[config.mk]
export PLATFORM = sky130hd
export DESIGN_NAME = char_lcd_nibble_sequencer_unit_flat
export DESIGN_NICKNAME = d
export VERILOG_FILES = /design/src/design/clns_pkg.sv /design/src/design/clns_in_if.sv /design/src/design/clns_out_if.sv /design/src/design/char_lcd_nibble_sequencer_unit.sv /design/src/design/clns_ctrl.sv /design/src/design/clns_dpath.sv /design/src/flat_wrapper.sv
export SDC_FILE = /design/constraint.sdc
export NUM_CORES = 1
export LEC_CHECK = 0
export ABC_AREA = 1
export BUFFER_PORTS_ARGS = -buffer_cell sky130_fd_sc_hd__buf_4
export CORE_UTILIZATION = 51
export CTS_BUF_LIST = sky130_fd_sc_hd__clkbuf_4 sky130_fd_sc_hd__clkbuf_8 sky130_fd_sc_hd__clkbuf_16
export DETAILED_ROUTE_END_ITERATION = 10
export PLACE_DENSITY = 0.76
export SLEW_MARGIN = 10
export SYNTH_ARGS = -nofsm -noshare
export SYNTH_HDL_FRONTEND = slang
export SYNTH_SLANG_ARGS = --single-unit
[constraint.sdc]
create_clock -name i_clk -period 2.4 [get_ports i_clk]
set_input_delay 0.12 -clock i_clk [delete_from_list [all_inputs] [get_ports i_clk]]
set_output_delay 0.12 -clock i_clk [all_outputs]
set_load 0.01 [all_outputs]
[src/design/clns_pkg.sv]
`timescale 1ns / 1ps

package clns_pkg;

    localparam int STEP_W  = 4;
    localparam int CFG_IDX_W = 3;
    localparam int CFG_DATA_W = 16;
    localparam int WAIT_W = 16;
    localparam int PHASE_W = 8;

    localparam logic [STEP_W-1:0] INIT_LAST_STEP = 4'd13;
    localparam logic [STEP_W-1:0] BYTE_LAST_STEP = 4'd1;

    localparam logic [CFG_IDX_W-1:0] CFG_POWER_UP  = 3'd0;
    localparam logic [CFG_IDX_W-1:0] CFG_WAKE_GAP  = 3'd1;
    localparam logic [CFG_IDX_W-1:0] CFG_CMD_GAP   = 3'd2;
    localparam logic [CFG_IDX_W-1:0] CFG_CLEAR_GAP = 3'd3;
    localparam logic [CFG_IDX_W-1:0] CFG_STROBE    = 3'd4;

    localparam logic [WAIT_W-1:0]  RST_POWER_UP  = 16'd40000;
    localparam logic [WAIT_W-1:0]  RST_WAKE_GAP  = 16'd200;
    localparam logic [WAIT_W-1:0]  RST_CMD_GAP   = 16'd40;
    localparam logic [WAIT_W-1:0]  RST_CLEAR_GAP = 16'd40000;
    localparam logic [PHASE_W-1:0] RST_STROBE    = 8'd5;

    localparam logic [7:0] CURSOR_BASE = 8'h80;
    localparam logic [7:0] LINE2_OFFSET = 8'h40;

    typedef enum logic [1:0] {
        MODE_INIT   = 2'd0,
        MODE_CMD    = 2'd1,
        MODE_DATA   = 2'd2,
        MODE_CURSOR = 2'd3
    } t_mode;

    typedef enum logic [1:0] {
        GAP_NONE,
        GAP_WAKE,
        GAP_CMD,
        GAP_CLEAR
    } t_gap;

    typedef enum logic {
        ST_IDLE,
        ST_RUN
    } t_state;

    typedef struct packed {
        logic              load_req;
        logic              load_out;
        logic [STEP_W-1:0] step;
    } t_ctrl_cmd;

    typedef struct packed {
        logic last_step;
    } t_dp_status;

    typedef struct packed {
        logic [3:0]        nibble;
        logic              reg_select;
        logic [WAIT_W-1:0] wait_before_us;
        logic [WAIT_W-1:0] wait_after_us;
        logic              last;
    } t_result;

    // Nibbles of the power-up sequence: wake 3,3,3, then 2, then the five bytes.
    function automatic logic [3:0] init_nibble(input logic [STEP_W-1:0] step);
        logic [3:0] nib;
        case (step)
            4'd0, 4'd1, 4'd2: nib = 4'h3;
            4'd3, 4'd4:       nib = 4'h2;
            4'd5:             nib = 4'h8;
            4'd6, 4'd13:      nib = 4'h1;
            4'd9:             nib = 4'hC;
            4'd11:            nib = 4'h6;
            default:          nib = 4'h0;
        endcase
        return nib;
    endfunction

    function automatic t_gap init_gap(input logic [STEP_W-1:0] step);
        t_gap gap;
        case (step)
            4'd0, 4'd1, 4'd2:                  gap = GAP_WAKE;
            4'd3, 4'd5, 4'd7, 4'd9, 4'd11:     gap = GAP_CMD;
            4'd13:                             gap = GAP_CLEAR;
            default:                           gap = GAP_NONE;
        endcase
        return gap;
    endfunction

endpackage

[src/design/clns_in_if.sv]
`timescale 1ns / 1ps

interface clns_in_if;
    logic       valid;
    logic       ready;
    logic [1:0] mode;
    logic [7:0] byte_value;
    logic [5:0] column;
    logic       row;

    modport source (output valid, output mode, output byte_value, output column,
                    output row, input ready);
    modport sink (input valid, input mode, input byte_value, input column,
                  input row, output ready);
endinterface

[src/design/clns_out_if.sv]
`timescale 1ns / 1ps

interface clns_out_if;
    logic        valid;
    logic        ready;
    logic [3:0]  nibble;
    logic        reg_select;
    logic [15:0] wait_before_us;
    logic [15:0] wait_after_us;
    logic        last;

    modport source (output valid, output nibble, output reg_select,
                    output wait_before_us, output wait_after_us, output last,
                    input ready);
    modport sink (input valid, input nibble, input reg_select,
                  input wait_before_us, input wait_after_us, input last,
                  output ready);
endinterface

[src/design/char_lcd_nibble_sequencer_unit.sv]
`timescale 1ns / 1ps
// The first nibble is registered in the run state that follows acceptance of the request.
// Throughput: one nibble per cycle while the sink takes them; init gives 14
// nibbles, other requests 2; the next request is taken in the idle state after the last.
// The step counter of the controller sets the rate: one table step per cycle while the sink takes them.
// Reset: synchronous, active low; config and control registers reset, sequencer idles.
module char_lcd_nibble_sequencer_unit (
    input  logic                            i_clk,
    input  logic                            i_rst_n,
    input  logic                            i_cfg_we,
    input  logic [clns_pkg::CFG_IDX_W-1:0]  i_cfg_index,
    input  logic [clns_pkg::CFG_DATA_W-1:0] i_cfg_data,
    clns_in_if.sink                         i_req,
    clns_out_if.source                      o_res
);
    import clns_pkg::*;

    t_ctrl_cmd  cmd;
    t_dp_status status;
    t_result    result;

    clns_ctrl u_ctrl (
        .i_clk       (i_clk),
        .i_rst_n     (i_rst_n),
        .i_in_valid  (i_req.valid),
        .o_in_ready  (i_req.ready),
        .o_out_valid (o_res.valid),
        .i_out_ready (o_res.ready),
        .i_status    (status),
        .o_cmd       (cmd)
    );

    clns_dpath u_dpath (
        .i_clk        (i_clk),
        .i_rst_n      (i_rst_n),
        .i_cfg_we     (i_cfg_we),
        .i_cfg_index  (i_cfg_index),
        .i_cfg_data   (i_cfg_data),
        .i_mode       (i_req.mode),
        .i_byte_value (i_req.byte_value),
        .i_column     (i_req.column),
        .i_row        (i_req.row),
        .i_cmd        (cmd),
        .o_status     (status),
        .o_result     (result)
    );

    assign o_res.nibble         = result.nibble;
    assign o_res.reg_select     = result.reg_select;
    assign o_res.wait_before_us = result.wait_before_us;
    assign o_res.wait_after_us  = result.wait_after_us;
    assign o_res.last           = result.last;

endmodule

[src/design/clns_ctrl.sv]
`timescale 1ns / 1ps

module clns_ctrl (
    input  logic                i_clk,
    input  logic                i_rst_n,
    input  logic                i_in_valid,
    output logic                o_in_ready,
    output logic                o_out_valid,
    input  logic                i_out_ready,
    input  clns_pkg::t_dp_status i_status,
    output clns_pkg::t_ctrl_cmd  o_cmd
);
    import clns_pkg::*;

    t_state            r_state, n_state;
    logic [STEP_W-1:0] r_step, n_step;
    logic              r_out_valid, n_out_valid;

    always_ff @(posedge i_clk) begin
        if (!i_rst_n) begin
            r_state     <= ST_IDLE;
            r_step      <= '0;
            r_out_valid <= 1'b0;
        end else begin
            r_state     <= n_state;
            r_step      <= n_step;
            r_out_valid <= n_out_valid;
        end
    end

    always_comb begin
        n_state        = r_state;
        n_step         = r_step;
        n_out_valid    = r_out_valid;
        o_cmd.load_req = 1'b0;
        o_cmd.load_out = 1'b0;
        o_cmd.step     = r_step;
        o_in_ready     = 1'b0;

        // drop the held result once its transaction completes
        if (r_out_valid && i_out_ready) begin
            n_out_valid = 1'b0;
        end

        case (r_state)
            ST_IDLE: begin
                o_in_ready = 1'b1;
                if (i_in_valid) begin
                    o_cmd.load_req = 1'b1;
                    n_step         = '0;
                    n_state        = ST_RUN;
                end
            end
            ST_RUN: begin
                if (!r_out_valid || i_out_ready) begin
                    o_cmd.load_out = 1'b1;
                    n_out_valid    = 1'b1;
                    n_step         = r_step + 1'b1;
                    if (i_status.last_step) begin
                        n_state = ST_IDLE;
                    end
                end
            end
            default: begin
                n_state = ST_IDLE;
            end
        endcase
    end

    assign o_out_valid = r_out_valid;

endmodule

[src/design/clns_dpath.sv]
`timescale 1ns / 1ps

module clns_dpath (
    input  logic                             i_clk,
    input  logic                             i_rst_n,
    input  logic                             i_cfg_we,
    input  logic [clns_pkg::CFG_IDX_W-1:0]   i_cfg_index,
    input  logic [clns_pkg::CFG_DATA_W-1:0]  i_cfg_data,
    input  logic [1:0]                       i_mode,
    input  logic [7:0]                       i_byte_value,
    input  logic [5:0]                       i_column,
    input  logic                             i_row,
    input  clns_pkg::t_ctrl_cmd              i_cmd,
    output clns_pkg::t_dp_status             o_status,
    output clns_pkg::t_result                o_result
);
    import clns_pkg::*;

    logic [WAIT_W-1:0]  r_power_up, r_wake_gap, r_cmd_gap, r_clear_gap;
    logic [PHASE_W-1:0] r_strobe;
    t_mode              r_mode;
    logic [7:0]         r_byte;
    t_result            r_result;

    logic [7:0] cursor_addr;
    t_result    n_result;
    t_gap       gap;
    logic       is_last;

    always_ff @(posedge i_clk) begin
        if (!i_rst_n) begin
            r_power_up  <= RST_POWER_UP;
            r_wake_gap  <= RST_WAKE_GAP;
            r_cmd_gap   <= RST_CMD_GAP;
            r_clear_gap <= RST_CLEAR_GAP;
            r_strobe    <= RST_STROBE;
        end else if (i_cfg_we) begin
            case (i_cfg_index)
                CFG_POWER_UP:  r_power_up  <= i_cfg_data;
                CFG_WAKE_GAP:  r_wake_gap  <= i_cfg_data;
                CFG_CMD_GAP:   r_cmd_gap   <= i_cfg_data;
                CFG_CLEAR_GAP: r_clear_gap <= i_cfg_data;
                CFG_STROBE:    r_strobe    <= i_cfg_data[PHASE_W-1:0];
                default: ;
            endcase
        end
    end

    assign cursor_addr = CURSOR_BASE + {2'b00, i_column} + (i_row ? LINE2_OFFSET : 8'h00);

    always_ff @(posedge i_clk) begin
        if (i_cmd.load_req) begin
            r_mode <= t_mode'(i_mode);
            r_byte <= (t_mode'(i_mode) == MODE_CURSOR) ? cursor_addr : i_byte_value;
        end
        if (i_cmd.load_out) begin
            r_result <= n_result;
        end
    end

    assign is_last = (r_mode == MODE_INIT) ? (i_cmd.step == INIT_LAST_STEP)
                                           : (i_cmd.step == BYTE_LAST_STEP);
    assign gap = init_gap(i_cmd.step);

    always_comb begin
        n_result.last       = is_last;
        n_result.reg_select = (r_mode == MODE_DATA);
        n_result.wait_before_us = '0;
        n_result.wait_after_us  = '0;
        if (r_mode == MODE_INIT) begin
            n_result.nibble = init_nibble(i_cmd.step);
            if (i_cmd.step == '0) begin
                n_result.wait_before_us = r_power_up;
            end
            case (gap)
                GAP_WAKE:  n_result.wait_after_us = r_wake_gap;
                GAP_CMD:   n_result.wait_after_us = r_cmd_gap;
                GAP_CLEAR: n_result.wait_after_us = r_clear_gap;
                default:   n_result.wait_after_us = '0;
            endcase
        end else begin
            // high nibble first; data holds RS setup before it
            n_result.nibble = i_cmd.step[0] ? r_byte[3:0] : r_byte[7:4];
            if (r_mode == MODE_DATA && !i_cmd.step[0]) begin
                n_result.wait_before_us = {{(WAIT_W-PHASE_W){1'b0}}, r_strobe};
            end
        end
    end

    assign o_status.last_step = is_last;
    assign o_result           = r_result;

endmodule
[src/flat_wrapper.sv]
// flat-port wrapper written by rule: the top's interface ports become plain ports
module char_lcd_nibble_sequencer_unit_flat import clns_pkg::*;
  (i_clk, i_rst_n, i_cfg_we, i_cfg_index, i_cfg_data, i_req_valid, i_req_mode, i_req_byte_value, i_req_column, i_req_row, i_req_ready, o_res_valid, o_res_nibble, o_res_reg_select, o_res_wait_before_us, o_res_wait_after_us, o_res_last, o_res_ready);
  clns_in_if i_req_i ();
  clns_out_if o_res_i ();
  input  logic i_clk;
  input  logic i_rst_n;
  input  logic i_cfg_we;
  input  logic [clns_pkg::CFG_IDX_W-1:0] i_cfg_index;
  input  logic [clns_pkg::CFG_DATA_W-1:0] i_cfg_data;
  input wire logic [$bits(i_req_i.valid)-1:0] i_req_valid;
  input wire logic [$bits(i_req_i.mode)-1:0] i_req_mode;
  input wire logic [$bits(i_req_i.byte_value)-1:0] i_req_byte_value;
  input wire logic [$bits(i_req_i.column)-1:0] i_req_column;
  input wire logic [$bits(i_req_i.row)-1:0] i_req_row;
  output wire logic [$bits(i_req_i.ready)-1:0] i_req_ready;
  output wire logic [$bits(o_res_i.valid)-1:0] o_res_valid;
  output wire logic [$bits(o_res_i.nibble)-1:0] o_res_nibble;
  output wire logic [$bits(o_res_i.reg_select)-1:0] o_res_reg_select;
  output wire logic [$bits(o_res_i.wait_before_us)-1:0] o_res_wait_before_us;
  output wire logic [$bits(o_res_i.wait_after_us)-1:0] o_res_wait_after_us;
  output wire logic [$bits(o_res_i.last)-1:0] o_res_last;
  input wire logic [$bits(o_res_i.ready)-1:0] o_res_ready;
  assign i_req_i.valid = i_req_valid;
  assign i_req_i.mode = i_req_mode;
  assign i_req_i.byte_value = i_req_byte_value;
  assign i_req_i.column = i_req_column;
  assign i_req_i.row = i_req_row;
  assign i_req_ready = i_req_i.ready;
  assign o_res_valid = o_res_i.valid;
  assign o_res_nibble = o_res_i.nibble;
  assign o_res_reg_select = o_res_i.reg_select;
  assign o_res_wait_before_us = o_res_i.wait_before_us;
  assign o_res_wait_after_us = o_res_i.wait_after_us;
  assign o_res_last = o_res_i.last;
  assign o_res_i.ready = o_res_ready;
  char_lcd_nibble_sequencer_unit u_core (.i_clk(i_clk), .i_rst_n(i_rst_n), .i_cfg_we(i_cfg_we), .i_cfg_index(i_cfg_index), .i_cfg_data(i_cfg_data), .i_req(i_req_i), .o_res(o_res_i));
endmodule
==> results.py <==
metrics = {
    "clocking": {
        "cts-root-buf": "clkbuf_8",
        "cts_tree": "built",
        "path_clk_slew_ps": 60,
        "post_cts_buffers": 0,
        "cts_buffer_depth": 2,
        "clk_latency_ps": 520,
        "cts_buffers": 17,
        "htree_levels": 4,
        "cts-resized-gates": 0,
        "cts.sinks": 132,
    },
    "worst_setup_path": {
        "cp-end-kind": "flip-flop",
        "critPathArrivalTime_ps": 2020,
        "endpoint": "u_core.u_dpath.o_result[15]$_SDFFCE_PP0P_",
        "critPathLaunch": "u_core.u_dpath.gap[0]$_DFF_P_",
        "path_cells": "clkinv_1, buf_4, nand3_1, o21ai_0, o21ai_0, inv_1",
        "crit_slowest_cell": "dfxtp_1",
        "cp_common_cell": "o21ai_0",
        "r2r-start": "u_core.u_dpath.gap[0]$_DFF_P_",
        "rr_worst_depth": 6,
        "critPathMaxStageDelay_ps": 470,
        "r2r-end": "u_core.u_dpath.o_result[15]$_SDFFCE_PP0P_",
        "crit_required_ps": 2670,
        "startpoint_type": "flip-flop",
        "reg2reg_slack_ps": 660,
        "critPathKind": "reg -> reg",
        "path_max_fanout": 11,
    },
    "logic_synthesis": {
        "synth_nets": 655,
        "ys_seq_area_share_pct": 58.5,
        "synth_edf_count": 48,
        "synth.area.top_cells": "dfxtp_1 31%, edfxtp_1 27%, nand2_1 6.3%",
        "yosys.cell_count.top_type": "nand2_1",
        "synth_xor_area_share_pct": 0,
        "synth_area_um2": 5340,
        "synth_top_cell_by_area": "dfxtp_1",
        "synth_top_family_by_area": "simple AND/OR/NAND/NOR gates",
        "synthArstFlopShare_pct": 0,
        "synth_top_area_share_pct": 31.5,
        "synth-seq-cells": 132,
        "synthAdderAreaFrac_pct": 0.703,
        "synth_area_per_cell_um2": 8.74,
        "synthSimpleGateAreaFrac_pct": 19.5,
        "yosys_warnings": 0,
        "ys_types": 26,
        "synth_mux_area_share_pct": 1.48,
        "synth_top_flop_cell": "dfxtp_1",
        "yosys-top-cells-count": "89 x nand2_1, 86 x nor2_1, 84 x dfxtp_1",
        "synth_cells": 611,
        "synth-compound-area-share_pct": 12.4,
    },
    "sta": {
        "fin_skew_ps": 8.38,
        "tns_ps": 0,
        "final_hold_viol_count": 0,
        "relSlewSlack_pct": 49.4,
        "drv_slew": 0,
        "finalSetupViolCount": 0,
        "fin_crit_ps": 1740,
        "grt_setup_unrepaired": "no",
        "min_period_over_period_pct": 72.6,
        "tightest_slew_ps": 757,
        "fmax_ghz": 0.574,
    },
    "detailed_routing": {
        "drt_iter0_drc": 358,
        "wl_per_cell_um": 14.8,
        "drc": 0,
        "via_count": 4649,
        "routed_wirelength_um": 13000,
        "ant_nets": 0,
        "detail_route.vias_per_cell": 5.30,
        "drt_pass1_iterations": 5,
    },
    "die": {
        "row_count": 36,
        "start_util_pct": 53.7,
        "die-area_um2": 10900,
        "die_width_um": 104,
        "core-area_um2": 9950,
        "die-height_um": 104,
        "boundaryPins": 81,
    },
    "global_route": {
        "antenna_found_initial": 0,
        "grt_pass1_wl_um": 21500,
        "grt_use_total_pct": 25.2,
        "grt_start_max_net_pins": 52,
        "grt_remaining_overflow": 0,
        "grt_pass1_vias": 4562,
    },
    "job": {
        "maxCapViolCount": 0,
    },
    "pwr": {
        "p_leak_nw": 3.06,
        "p_per_area_nw_per_um2": 824,
        "vdd_ir_drop_max_v": 0.000458,
    },
    "finish": {
        "fin_util_pct": 71.5,
        "nets": 775,
        "fillers": 743,
        "fin_cells": 877,
        "drive_gt1_share_pct": 19.2,
        "n_antenna_cell": 0,
        "synthToLayoutAreaGrowth_pct": 33.2,
    },
    "placed_design": {
        "post-place-cells": 808,
        "port_buffers": 80,
        "dpl.hpwl_um": 8190,
        "gp_congestion": 0.839,
    },
    "min_path": {
        "hold_class": "in -> reg",
    },
    "run_status": {
        "outcome": "completed",
    },
}
-- worst min path at each step --
stage / start / endpoint / cells past startpoint
floorplan: i_req_mode[0] / u_core.u_dpath.r_mode[0]$_DFFE_PP_ / 0
global placement: i_req_mode[1] / u_core.u_dpath.r_mode[1]$_DFFE_PP_ / 1
detailed placement: i_req_mode[0] / u_core.u_dpath.r_mode[0]$_DFFE_PP_ / 1
CTS: i_cfg_index[2] / u_core.u_dpath.r_power_up[12]$_SDFFE_PN1P_ / 7
global route: i_cfg_index[2] / u_core.u_dpath.r_power_up[12]$_SDFFE_PN1P_ / 7
finish: i_cfg_index[2] / u_core.u_dpath.r_power_up[12]$_SDFFE_PN1P_ / 7
-- where the power goes --
part | total (mW) | switching, mW | internal [mW]
sequential | 2.48 | 0.0430 | 2.43
combinational | 0.513 | 0.288 | 0.226
clock | 2.87 | 0.943 | 1.93
total | 5.86 | 1.27 | 4.59
-- critical path, delay by kind of cell (launching register included) --
family	cells	cell delay (ps)
flops	1	470
buf+inv	3	720
simple gates	1	60
compound gates	2	240
-- placed cells by master, fill, tap and decap left out --
cell and count:
edfxtp_1 48, o21ai_1 1, nand2_2 3, mux2_2 7, clkbuf_16 17, a21oi_1 37, o211ai_1 15, clkinv_1 1
o21ai_0 66, nand3_2 1, nor2_2 2, nor3_1 1, clkinvlp_4 1, inv_1 69, nand2_1 89, nor2_1 86
clkinv_2 1, buf_4 90, clkbuf_8 3, ha_1 3, dfxtp_1 84, nand3_1 63, nor2_4 2, a21oi_4 2
bufinv_16 5, clkinv_4 4, inv_2 4, dlygate4sd3_1 37, clkbuf_4 1, o22ai_1 1
-- state kept, by name (all words and copies together) (netlist names), named ones only --
register	count
u_core.u_dpath.o_result	38
u_core.u_dpath.r_clear_gap	16
u_core.u_dpath.r_cmd_gap	16
u_core.u_dpath.r_power_up	16
u_core.u_dpath.r_wake_gap	16
u_core.u_dpath.r_byte	8
u_core.u_dpath.r_strobe	8
u_core.u_ctrl.r_step	4
u_core.u_dpath.gap	2
u_core.u_dpath.r_mode	2
u_core.u_ctrl.o_out_valid	1
u_core.u_ctrl.r_state	1
-- final cells by class --
type	count	area (um^2)	area share, %
clock buffer	21	474	6.67
clock inverter	11	198	2.78
inverter	74	278	3.90
multi-input combinational	379	1830	25.7
sequential	132	3120	43.9
tap	133	166	2.34
timing repair buffer	127	1050	14.7
-- layer usage --
metal | GRT usage (%) | wire length [um] | vias up
met4 | 12.3 | 423 | 0
met2 | 42.0 | 6390 | 205
li1 | - | - | 2254
met1 | 30.9 | 5320 | 2156
met3 | 5.26 | 873 | 34
met5 | 0 | 0 | -
-- per-stage QoR --
stage               hold WS [ps]  power [mW]  setup WS [ps]  instance area [um^2]
global route                 223        6.05            467                  7110
finish                       177        5.86            657                  7110
CTS                          161        5.87            666                  7110
global placement             313        2.96            732                  6070
floorplan                    219        2.76            138                  5340
detailed placement           312        2.98            686                  6070
-- repair_timing --
item,4_1_cts,5_1_grt
endpoints found under the setup margin,0,0
hold buffers,37,0
endpoints found under the hold margin,84,0
-- kinds of logic (layout without fill, tap and decap cells) --
group           count (synthesis)  count (layout)
flops                         132             132
buf+inv                       100             233
simple gates                  247             247
mux                             7               7
compound gates                122             122
fa+ha+maj                       3               3
Note: power is estimated with default switching activity, not from simulation.
